`config.mk`:
```
export PLATFORM = sky130hd
export DESIGN_NAME = fletcher32_byte_checksum_flat
export DESIGN_NICKNAME = d
export VERILOG_FILES = /design/src/design/f32_pkg.sv /design/src/design/f32_if.sv /design/src/design/fletcher32_byte_checksum.sv /design/src/design/f32_accum.sv /design/src/design/f32_out_buf.sv /design/src/flat_wrapper.sv
export SDC_FILE = /design/constraint.sdc
export NUM_CORES = 1
export LEC_CHECK = 0
export ABC_AREA = 0
export BUFFER_PORTS_ARGS = -buffer_cell sky130_fd_sc_hd__buf_2
export CORE_MARGIN = 3
export CORE_UTILIZATION = 47
export DETAILED_ROUTE_END_ITERATION = 16
export GPL_ROUTABILITY_DRIVEN = 0
export PLACE_DENSITY = 0.75
export SYNTH_ARGS = -nofsm -noshare
export SYNTH_HDL_FRONTEND = slang
export SYNTH_SLANG_ARGS = --single-unit
```
`constraint.sdc`:
```
create_clock -name i_clk -period 8 [get_ports i_clk]
set_input_delay 1.2 -clock i_clk [delete_from_list [all_inputs] [get_ports i_clk]]
set_output_delay 1.2 -clock i_clk [all_outputs]
set_load 0.01 [all_outputs]
```
`src/design/f32_pkg.sv`:
```
// ----------------------------------------------------------------------------
// f32_pkg
// Shared types, constants and the end-around-carry add for the Fletcher-32
// byte checksum block.
// ----------------------------------------------------------------------------
package f32_pkg;

    localparam int unsigned SUM_W    = 16;
    localparam int unsigned BYTE_W   = 8;
    localparam int unsigned CSUM_W   = 2 * SUM_W;

    // both running sums start here, and zero mod 65535 is held as this value
    localparam logic [SUM_W-1:0] SUM_INIT = {SUM_W{1'b1}};

    // result handed from the accumulator to the output buffer
    typedef struct packed {
        logic              valid;
        logic [CSUM_W-1:0] checksum;
    } t_result;

    // one's complement add, modulo 65535 by end-around carry
    function automatic logic [SUM_W-1:0] fold_add(
        input logic [SUM_W-1:0] a,
        input logic [SUM_W-1:0] b
    );
        logic [SUM_W:0] s;
        begin
            s = {1'b0, a} + {1'b0, b};
            fold_add = s[SUM_W-1:0] + {{(SUM_W-1){1'b0}}, s[SUM_W]};
        end
    endfunction

endpackage

```
`src/design/f32_if.sv`:
```
// ----------------------------------------------------------------------------
// f32_if
// Valid/ready channels of the checksum block: byte input and checksum output.
// ----------------------------------------------------------------------------
interface f32_byte_if;
    logic       valid;
    logic       ready;
    logic [7:0] data_byte;
    logic       last_byte;

    modport source (output valid, output data_byte, output last_byte, input ready);
    modport sink   (input valid, input data_byte, input last_byte, output ready);
endinterface

interface f32_sum_if;
    logic        valid;
    logic        ready;
    logic [31:0] checksum;

    modport source (output valid, output checksum, input ready);
    modport sink   (input valid, input checksum, output ready);
endinterface

```
`src/design/fletcher32_byte_checksum.sv`:
```
// ----------------------------------------------------------------------------
// fletcher32_byte_checksum
// Fletcher-32 over a byte stream: bytes pair into little-endian words, two
// sums mod 65535, checksum {second, first} out at the byte marked last.
//
//   channel   dir   transfer moves                  per message
//   i_byte    in    data_byte[7:0], last_byte       one per byte
//   o_sum     out   checksum[31:0]                  one, at last byte
//
// A byte passes from input transfer to checksum output through the input
// register and the result register, with the sum update between. One byte
// is accepted every cycle unless a last byte waits on the full result
// register; the input register and two folded 16-bit adds set the rate.
// A stalled output holds the result register; the input keeps streaming
// until a second last byte meets the full result register.
// Synchronous active-low reset sets both sums to 0xffff, low byte expected.
// ----------------------------------------------------------------------------
module fletcher32_byte_checksum (
    input  logic      i_clk,
    input  logic      i_rst_n,
    f32_byte_if.sink  i_byte,
    f32_sum_if.source o_sum
);
    import f32_pkg::*;

    t_result res;
    logic    res_ready;

    // running sums
    f32_accum u_accum (
        .i_clk       (i_clk),
        .i_rst_n     (i_rst_n),
        .i_byte      (i_byte),
        .o_res       (res),
        .i_res_ready (res_ready)
    );

    // result register
    f32_out_buf u_out_buf (
        .i_clk       (i_clk),
        .i_rst_n     (i_rst_n),
        .i_res       (res),
        .o_res_ready (res_ready),
        .o_sum       (o_sum)
    );

endmodule

```
`src/design/f32_accum.sv`:
```
// ----------------------------------------------------------------------------
// f32_accum
// Input register and the running-sum update: one byte per cycle unless a
// last byte stalls, two folded adds, checksum handed on at the last byte.
// ----------------------------------------------------------------------------
module f32_accum (
    input  logic             i_clk,
    input  logic             i_rst_n,
    f32_byte_if.sink         i_byte,
    output f32_pkg::t_result o_res,
    input  logic             i_res_ready
);
    import f32_pkg::*;

    logic              r_in_valid;
    logic [BYTE_W-1:0] r_in_byte;
    logic              r_in_last;

    logic [SUM_W-1:0]  r_first;
    logic [SUM_W-1:0]  r_second;
    logic              r_high_next;

    logic [SUM_W-1:0]  n_first;
    logic [SUM_W-1:0]  n_second;
    logic [SUM_W-1:0]  addend;
    logic              emit;
    logic              step;

    // word half: low byte as is, high byte shifted into the upper half
    assign addend = r_high_next ? {r_in_byte, {BYTE_W{1'b0}}}
                                : {{BYTE_W{1'b0}}, r_in_byte};
    assign n_first = fold_add(r_first, addend);
    // second sum moves only once a word is complete or the message ends
    assign n_second = (r_high_next || r_in_last) ? fold_add(r_second, n_first) : r_second;

    assign emit = r_in_last;
    assign step = r_in_valid && (!emit || i_res_ready);

    assign o_res.valid    = r_in_valid && emit;
    assign o_res.checksum = {n_second, n_first};

    assign i_byte.ready = !r_in_valid || step;

    // input register
    always_ff @(posedge i_clk) begin
        if (!i_rst_n) begin
            r_in_valid <= 1'b0;
        end else if (i_byte.ready) begin
            r_in_valid <= i_byte.valid;
        end
    end

    always_ff @(posedge i_clk) begin
        if (i_byte.valid && i_byte.ready) begin
            r_in_byte <= i_byte.data_byte;
            r_in_last <= i_byte.last_byte;
        end
    end

    // running sums, back to their start values after each message
    always_ff @(posedge i_clk) begin
        if (!i_rst_n) begin
            r_first     <= SUM_INIT;
            r_second    <= SUM_INIT;
            r_high_next <= 1'b0;
        end else if (step) begin
            if (emit) begin
                r_first     <= SUM_INIT;
                r_second    <= SUM_INIT;
                r_high_next <= 1'b0;
            end else begin
                r_first     <= n_first;
                r_second    <= n_second;
                r_high_next <= !r_high_next;
            end
        end
    end

    // sums are never held as zero
    a_first_nonzero: assert property (@(posedge i_clk) disable iff (!i_rst_n)
        r_first != '0) else $error("first sum held as zero");

    a_second_nonzero: assert property (@(posedge i_clk) disable iff (!i_rst_n)
        r_second != '0) else $error("second sum held as zero");

    // a delivered checksum restarts the message state
    a_restart: assert property (@(posedge i_clk) disable iff (!i_rst_n)
        (step && emit) |=> (r_first == SUM_INIT && r_second == SUM_INIT && !r_high_next))
        else $error("state not restarted after checksum");

    // a stalled result keeps its item in the input register
    a_hold: assert property (@(posedge i_clk) disable iff (!i_rst_n)
        (o_res.valid && !i_res_ready) |=> (r_in_valid && r_in_last))
        else $error("stalled result lost");

endmodule

```
`src/design/f32_out_buf.sv`:
```
// ----------------------------------------------------------------------------
// f32_out_buf
// Result register between the accumulator and the checksum output channel.
// ----------------------------------------------------------------------------
module f32_out_buf (
    input  logic             i_clk,
    input  logic             i_rst_n,
    input  f32_pkg::t_result i_res,
    output logic             o_res_ready,
    f32_sum_if.source        o_sum
);
    import f32_pkg::*;

    logic              r_valid;
    logic [CSUM_W-1:0] r_checksum;

    assign o_res_ready = !r_valid || o_sum.ready;

    // valid flag of the held result
    always_ff @(posedge i_clk) begin
        if (!i_rst_n) begin
            r_valid <= 1'b0;
        end else if (o_res_ready) begin
            r_valid <= i_res.valid;
        end
    end

    always_ff @(posedge i_clk) begin
        if (o_res_ready && i_res.valid) begin
            r_checksum <= i_res.checksum;
        end
    end

    assign o_sum.valid    = r_valid;
    assign o_sum.checksum = r_checksum;

    // a captured result shows on the output at the next edge
    a_capture: assert property (@(posedge i_clk) disable iff (!i_rst_n)
        (i_res.valid && o_res_ready) |=> (r_valid && r_checksum == $past(i_res.checksum)))
        else $error("result not captured");

    // both halves of a held checksum are nonzero
    a_halves: assert property (@(posedge i_clk) disable iff (!i_rst_n)
        r_valid |-> (r_checksum[SUM_W-1:0] != '0 && r_checksum[CSUM_W-1:SUM_W] != '0))
        else $error("checksum half is zero");

    // a stalled checksum stays put until its transfer
    a_stable: assert property (@(posedge i_clk) disable iff (!i_rst_n)
        (r_valid && !o_sum.ready) |=> (r_valid && $stable(r_checksum)))
        else $error("stalled checksum changed");

endmodule
```
`src/flat_wrapper.sv`:
```
// flat-port wrapper written by rule: the top's interface ports become plain ports
module fletcher32_byte_checksum_flat import f32_pkg::*;
  (i_clk, i_rst_n, i_byte_valid, i_byte_data_byte, i_byte_last_byte, i_byte_ready, o_sum_valid, o_sum_checksum, o_sum_ready);
  f32_byte_if i_byte_i ();
  f32_sum_if o_sum_i ();
  input  logic i_clk;
  input  logic i_rst_n;
  input wire logic [$bits(i_byte_i.valid)-1:0] i_byte_valid;
  input wire logic [$bits(i_byte_i.data_byte)-1:0] i_byte_data_byte;
  input wire logic [$bits(i_byte_i.last_byte)-1:0] i_byte_last_byte;
  output wire logic [$bits(i_byte_i.ready)-1:0] i_byte_ready;
  output wire logic [$bits(o_sum_i.valid)-1:0] o_sum_valid;
  output wire logic [$bits(o_sum_i.checksum)-1:0] o_sum_checksum;
  input wire logic [$bits(o_sum_i.ready)-1:0] o_sum_ready;
  assign i_byte_i.valid = i_byte_valid;
  assign i_byte_i.data_byte = i_byte_data_byte;
  assign i_byte_i.last_byte = i_byte_last_byte;
  assign i_byte_ready = i_byte_i.ready;
  assign o_sum_valid = o_sum_i.valid;
  assign o_sum_checksum = o_sum_i.checksum;
  assign o_sum_i.ready = o_sum_ready;
  fletcher32_byte_checksum u_core (.i_clk(i_clk), .i_rst_n(i_rst_n), .i_byte(i_byte_i), .o_sum(o_sum_i));
endmodule
```
Word-level counts from Yosys, hierarchy flattened
Index checks and enable logic that the tools add are counted.
{"block": "totals", "input_bits": 13, "n_memories": 0, "word_cells": 29, "ramBits": 0, "out_inout_bits": 34, "rom_bits": 0, "regBits": 76, "latchBits": 0}
{"block": "classes", "n_shift": 0, "muxes": 5, "n_mul": 0, "bitwise": 0, "n_reduce_logical": 12, "div_mod_pow": 0, "addsub": 4, "magnitude_cmp": 0, "eq_ne": 0}
{"cell": "16-bit two-way mux", "count": 4}
{"cell": "16-bit by 16-bit adder with 17-bit output", "count": 2}
{"cell": "16-bit by 1-bit adder with 16-bit output", "count": 2}
{"cell": "1-bit logical AND", "count": 4}
{"cell": "1-bit logical NOT", "count": 4}
{"cell": "1-bit logical OR", "count": 4}
{"cell": "1-bit two-way mux", "count": 1}

Logic depth before layout (Yosys ltp)
{"block": "depth", "word_depth": 7, "mapped_depth": 36, "ltp_nobuf": 35}

Modules after synthesis
Synthesis repeated with hierarchy kept, for this count alone.
{"block": "unflattened", "hier_cells": 547, "area_unflattened_um2": 5044.8}
{"mod": "f32_accum", "area_each_um2": 4026.4, "cells_per_inst": 510, "n_inst": 1, "seq_area_each_um2": 950.9}
{"mod": "f32_out_buf", "area_each_um2": 1018.5, "cells_per_inst": 37, "n_inst": 1, "seq_area_each_um2": 980.9}

Worst setup path before layout
Ideal clock, no wire load.
{"block": "synth_path", "path_kind": "register to register", "startpoint": "register u_core.u_accum.r_high_next", "endpoint": "register u_core.u_out_buf.r_checksum[31] (netlist: u_core.u_out_buf.o_sum.checksum[31]) (data pin)", "t_arrival_ns": 6.425, "setup_ns": 0.260, "path_buffers": 2, "slack_ns": 1.315, "stages_incl_launch_ff": 35, "required_ns": 7.740, "period_less_slack_ns": 6.685, "path_cell_list": "dfxtp_1 > clkbuf_1 > clkbuf_1 > nor2b_1 > ha_1 > and2_1 > a221oi_1 > nand3_1 > a21oi_1 > o21ai_0 > a21o_1 > a21o_1 > a21o_1 > ha_1 > nand3_1 > nor3_1 > nand4_1 > nor3_1 > nor2_1 > ha_1 > a2111oi_0 > o21ai_1 > and3_1 > o31a_1 > o21ai_0 > a21boi_0 > o21ai_0 > nand2b_1 > ha_1 > and3_1 > nand3_1 > nor3_1 > and4bb_1 > xnor3_1 > mux2_2"}
{"item": "start, declared", "line_no": "f32_accum.sv:21", "text": "logic r_high_next;"}
{"item": "start signal, assigned", "line_no": "f32_accum.sv:74", "text": "r_high_next <= !r_high_next;"}
{"item": "end signal, assigned", "line_no": "f32_out_buf.sv:30", "text": "r_checksum <= i_res.checksum;"}
{"item": "end, declared", "line_no": "f32_out_buf.sv:15", "text": "logic [CSUM_W-1:0] r_checksum;"}

==> PnR_summary.wiki <==
{| class="wikitable"
! Metric !! Value
|-
| Result of the run || finished clean
|-
| Die boundary height || ~110 µm
|-
| Crit end category || flop
|-
| Total number of clock tree sinks || 76
|-
| # nets final || 636
|-
| Register bit count reported by yosys || between 70 and 80
|-
| Mapped Avg Cell Area || 9.21 µm²
|-
| Total congestion overflow after global routing || 0
|-
| Top-level I/O count || 47
|-
| Required time at the endpoint of the critical path || 8120 ps
|-
| Cell Rows || 37
|-
| Count of final max-slew check failures || 0
|-
| Worst min-delay path endpoint || u_core.u_accum.r_second[13]
|-
| Total power of the final layout || 1.56 mW
|-
| First-pass GRT wire length || ~20000 µm
|-
| Endpoints failing hold || 0
|-
| Maximum clock frequency || roughly 140 MHz
|-
| Total track usage || 0.212
|-
| Routed via count || ~4300
|-
| Width of the chip || 109 µm
|-
| Unrepaired setup endpoints after global routing || no
|-
| Worst Hold Class || reg2reg
|-
| Startpoint of the worst-slack reg-to-reg timing path || u_core.u_accum.r_high_next
|-
| CP Max Fanout || 22
|-
| Share of cells above drive strength 1 || 0.141
|-
| Synth Flop Type || edfxtp_1
|-
| Fraction of registers with async set/reset || 0
|-
| Hold path depth || 1
|-
| Number of enable-type register cells in the synthesized netlist || 41
|-
| Vias per cell || just under 6
|-
| Slack of the worst reg-to-reg path || just over 800 ps
|-
| Worst stage delay on the critical path || about 560 ps
|-
| Area occupied by registers || ~1900 µm²
|-
| Worst-path cell with the longest stage delay || dfxtp_2
|-
| Detailed Place HPWL || between 9000 and 10000 µm
|-
| Via count of the first global-routing pass || just over 4000
|-
| Post-CTS Setup Bufs || 0
|-
| Final worst-path cycle share || 0.898
|-
| Clock Tree Root || clkbuf_8
|-
| Total leakage power || about 2.2 nW
|-
| Synthesis-to-finish area growth || 10.5%
|-
| Transition at the pin with the smallest max-transition slack || between 1000 and 1500 ps
|-
| Area share of the largest cell type after synthesis || 0.246
|-
| Worst R2R Path Depth || 33
|-
| Multi-input combinational cell area || just under 3000 µm²
|-
| Cell accounting for the most synthesized area || edfxtp_1
|-
| Worst R2R End || u_core.u_out_buf.o_sum.checksum[31]
|-
| # Max-Cap Violations || 0
|-
| Clock tree buffer depth || 2
|-
| Total of endpoints with negative setup slack in the final report || 0
|-
| Wirelength, routed || about 12000 µm
|-
| Starting utilization of the core area || 0.483
|-
| Post-Synthesis Net Count || 597
|-
| CTS tree || yes
|-
| Nature of the critical path startpoint || flop
|-
| Data arrival time of the worst path || 7300 ps
|-
| Biggest area contributors in the synthesized netlist || edfxtp_1 (25%), dfxtp_1 (14%), ha_1 (9.5%)
|-
| Critical hold path startpoint || u_core.u_accum.r_second[13]
|-
| Count of H-tree levels built during CTS || 3
|-
| Insertion delay to the later sink of the worst-skew pair || about 360 ps
|-
| Number of unique standard cell types used by synthesis || 65
|-
| Clock-pin slew on the worst setup and hold paths || 80 ps
|-
| Average wire per standard cell || ~17 µm
|-
| Port bufs || 46
|-
| Layout fillers || 940
|-
| Routed Antenna Nets || 0
|-
| Pre-antenna DRT Iters || 4
|-
| Leading cell types in the layout, fill and taps excluded || nand2_1 (53), nor2_1 (48), buf_2 (46), a21oi_1 (42), edfxtp_1 (41)
|-
| CTS Buf Count || 9
|-
| Diode insertion count for antenna repair || 0
|-
| Final min period || approximately 7000 ps
|-
| Synth warnings || 0
|-
| Mapped Cells || around 540
|-
| Power density of the placed cells || between 200 and 300 nW/µm²
|-
| Worst slew margin relative to its limit || 0.321
|-
| Commonest non-fill, non-tap cell in the layout || nand2_1
|-
| Die area || around 12000 µm²
|-
| Initial antenna violation count || 0
|-
| Post-Route Skew || 11.5 ps
|-
| Setup TNS || 0 ps
|-
| Critical Setup Path Class || reg2reg
|-
| IR Drop Worst-Case VDD || 0.000103 V
|-
| Cell area after synthesis || 5010 µm²
|-
| Number of design rule violations left after detail routing || 0
|-
| Pin count of the biggest net entering global routing || 33
|-
| Share of the yosys chip area belonging to registers || 0.385
|-
| Core ar. || 10400 µm²
|-
| Drt first-iter violations || 312
|}
-- metal layers --
layer  vias up  routed length, µm  track usage  part of all wire
li1       2098                  -            -                 -
met1      2028               5270        0.264              0.43
met2       134               5890        0.369              0.48
met3        27                694       0.0343             0.057
met4         0                318       0.0757             0.026
met5         -                  0            0                 0
-- registers in the layout, summed over array words and instances (netlist names) --
name,cells
u_core.u_accum.r_first,16
u_core.u_accum.r_in_byte,8
u_core.u_accum.emit,1
u_core.u_out_buf.o_sum.checksum,32
u_core.u_accum.r_high_next,1
u_core.u_accum.r_in_valid,1
u_core.u_accum.r_second,16
u_core.u_out_buf.o_sum.valid,1
-- through the flow --
stage | instance area (µm²) | hold WS [ps] | util | cells | setup slack [ps]
after floorplan | 5010 | 455 | - | 544 | 1320
after global placement | 5350 | 477 | 0.516 | 708 | 935
after detailed placement | 5350 | 488 | 0.516 | 708 | 712
after CTS | 5540 | 506 | 0.534 | 724 | 679
after global routing | 5540 | 544 | 0.534 | 724 | 199
final | 5540 | 506 | 0.534 | 724 | 819
-- cell type report --
type	instances	area share
clock inverters	6	0.0113
multi-input cells	439	0.536
flip-flops and latches	76	0.349
inverters	10	0.00678
repair buffers	47	0.0429
well taps	136	0.0307
clock buffers	10	0.0230
-- how the worst max path moves through the flow --
| stage | start | slack (ps) | endpoint |
|---|---|---|---|
| after CTS | u_core.u_accum.r_high_next | 680 | u_core.u_out_buf.o_sum.checksum[31] |
| after global placement | u_core.u_accum.r_high_next | 940 | u_core.u_out_buf.o_sum.checksum[31] |
| final | u_core.u_accum.r_high_next | 820 | u_core.u_out_buf.o_sum.checksum[31] |
| after global routing | u_core.u_accum.r_high_next | 200 | u_core.u_out_buf.o_sum.checksum[31] |
| after detailed placement | u_core.u_accum.r_high_next | 710 | u_core.u_out_buf.o_sum.checksum[31] |
| after floorplan | u_core.u_accum.r_high_next | 1320 | u_core.u_out_buf.o_sum.checksum[31] |
-- report_power, final --
part | leakage [nW] | total [mW] | internal (mW) | switching [mW]
Sequential | 0.664 | 0.471 | 0.457 | 0.0138
Combinational | 1.39 | 0.795 | 0.314 | 0.481
Clock | 0.100 | 0.299 | 0.144 | 0.155
Total | 2.16 | 1.56 | 0.915 | 0.650
-- synth_stat cells (3+ instances only) --
cell and number:
xor2_1 19, o21ai_0 22, ha_1 38, a211oi_1 8, clkbuf_1 14, nand3_1 13
buf_2 3, nor3_1 10, nor2b_1 11, nand2_1 53, edfxtp_1 41, and3_1 5
or2_2 8, a21o_1 16, nor2_1 49, or3_1 8, o211ai_1 4, o22ai_1 15
nor4_1 4, xnor2_1 21, a21oi_1 42, inv_1 10, and2_1 11, o21ai_1 6
nand2b_1 7, a211o_1 3, nand4_1 8, a211oi_2 3, nand3b_1 3, o21a_1 5
o21bai_1 3, dfxtp_1 35, or4_1 3
-- logic make-up (layout without fill, tap and decap cells) --
kind of cell,Yosys count,count (layout),synth area share
buffers and inverters,29,73,0.0225
AO/OA/AOI/OAI,154,154,0.203
XOR/XNOR,41,41,0.0744
multiplexers,3,3,0.00649
adder cells (fa/ha/maj),40,40,0.103
AND/OR/NAND/NOR,201,201,0.205
flip-flops,76,76,0.385
-- timing repair --
item                       CTS  global route
hold endpoints to repair     0             0
hold buffers                 0             0
resized for setup            0             1
setup endpoints to repair    0             1
-- worst max-delay path, delay by kind of cell, from the launching register on --
| kind | cells | cell delay, ps |
|---|---|---|
| xor+xnor | 1 | 350 |
| flops | 1 | 560 |
| compound gates | 12 | 2300 |
| mux | 1 | 270 |
| fa+ha+maj | 5 | 1400 |
| simple gates | 14 | 2060 |
Power figures use the tool's default switching activity.
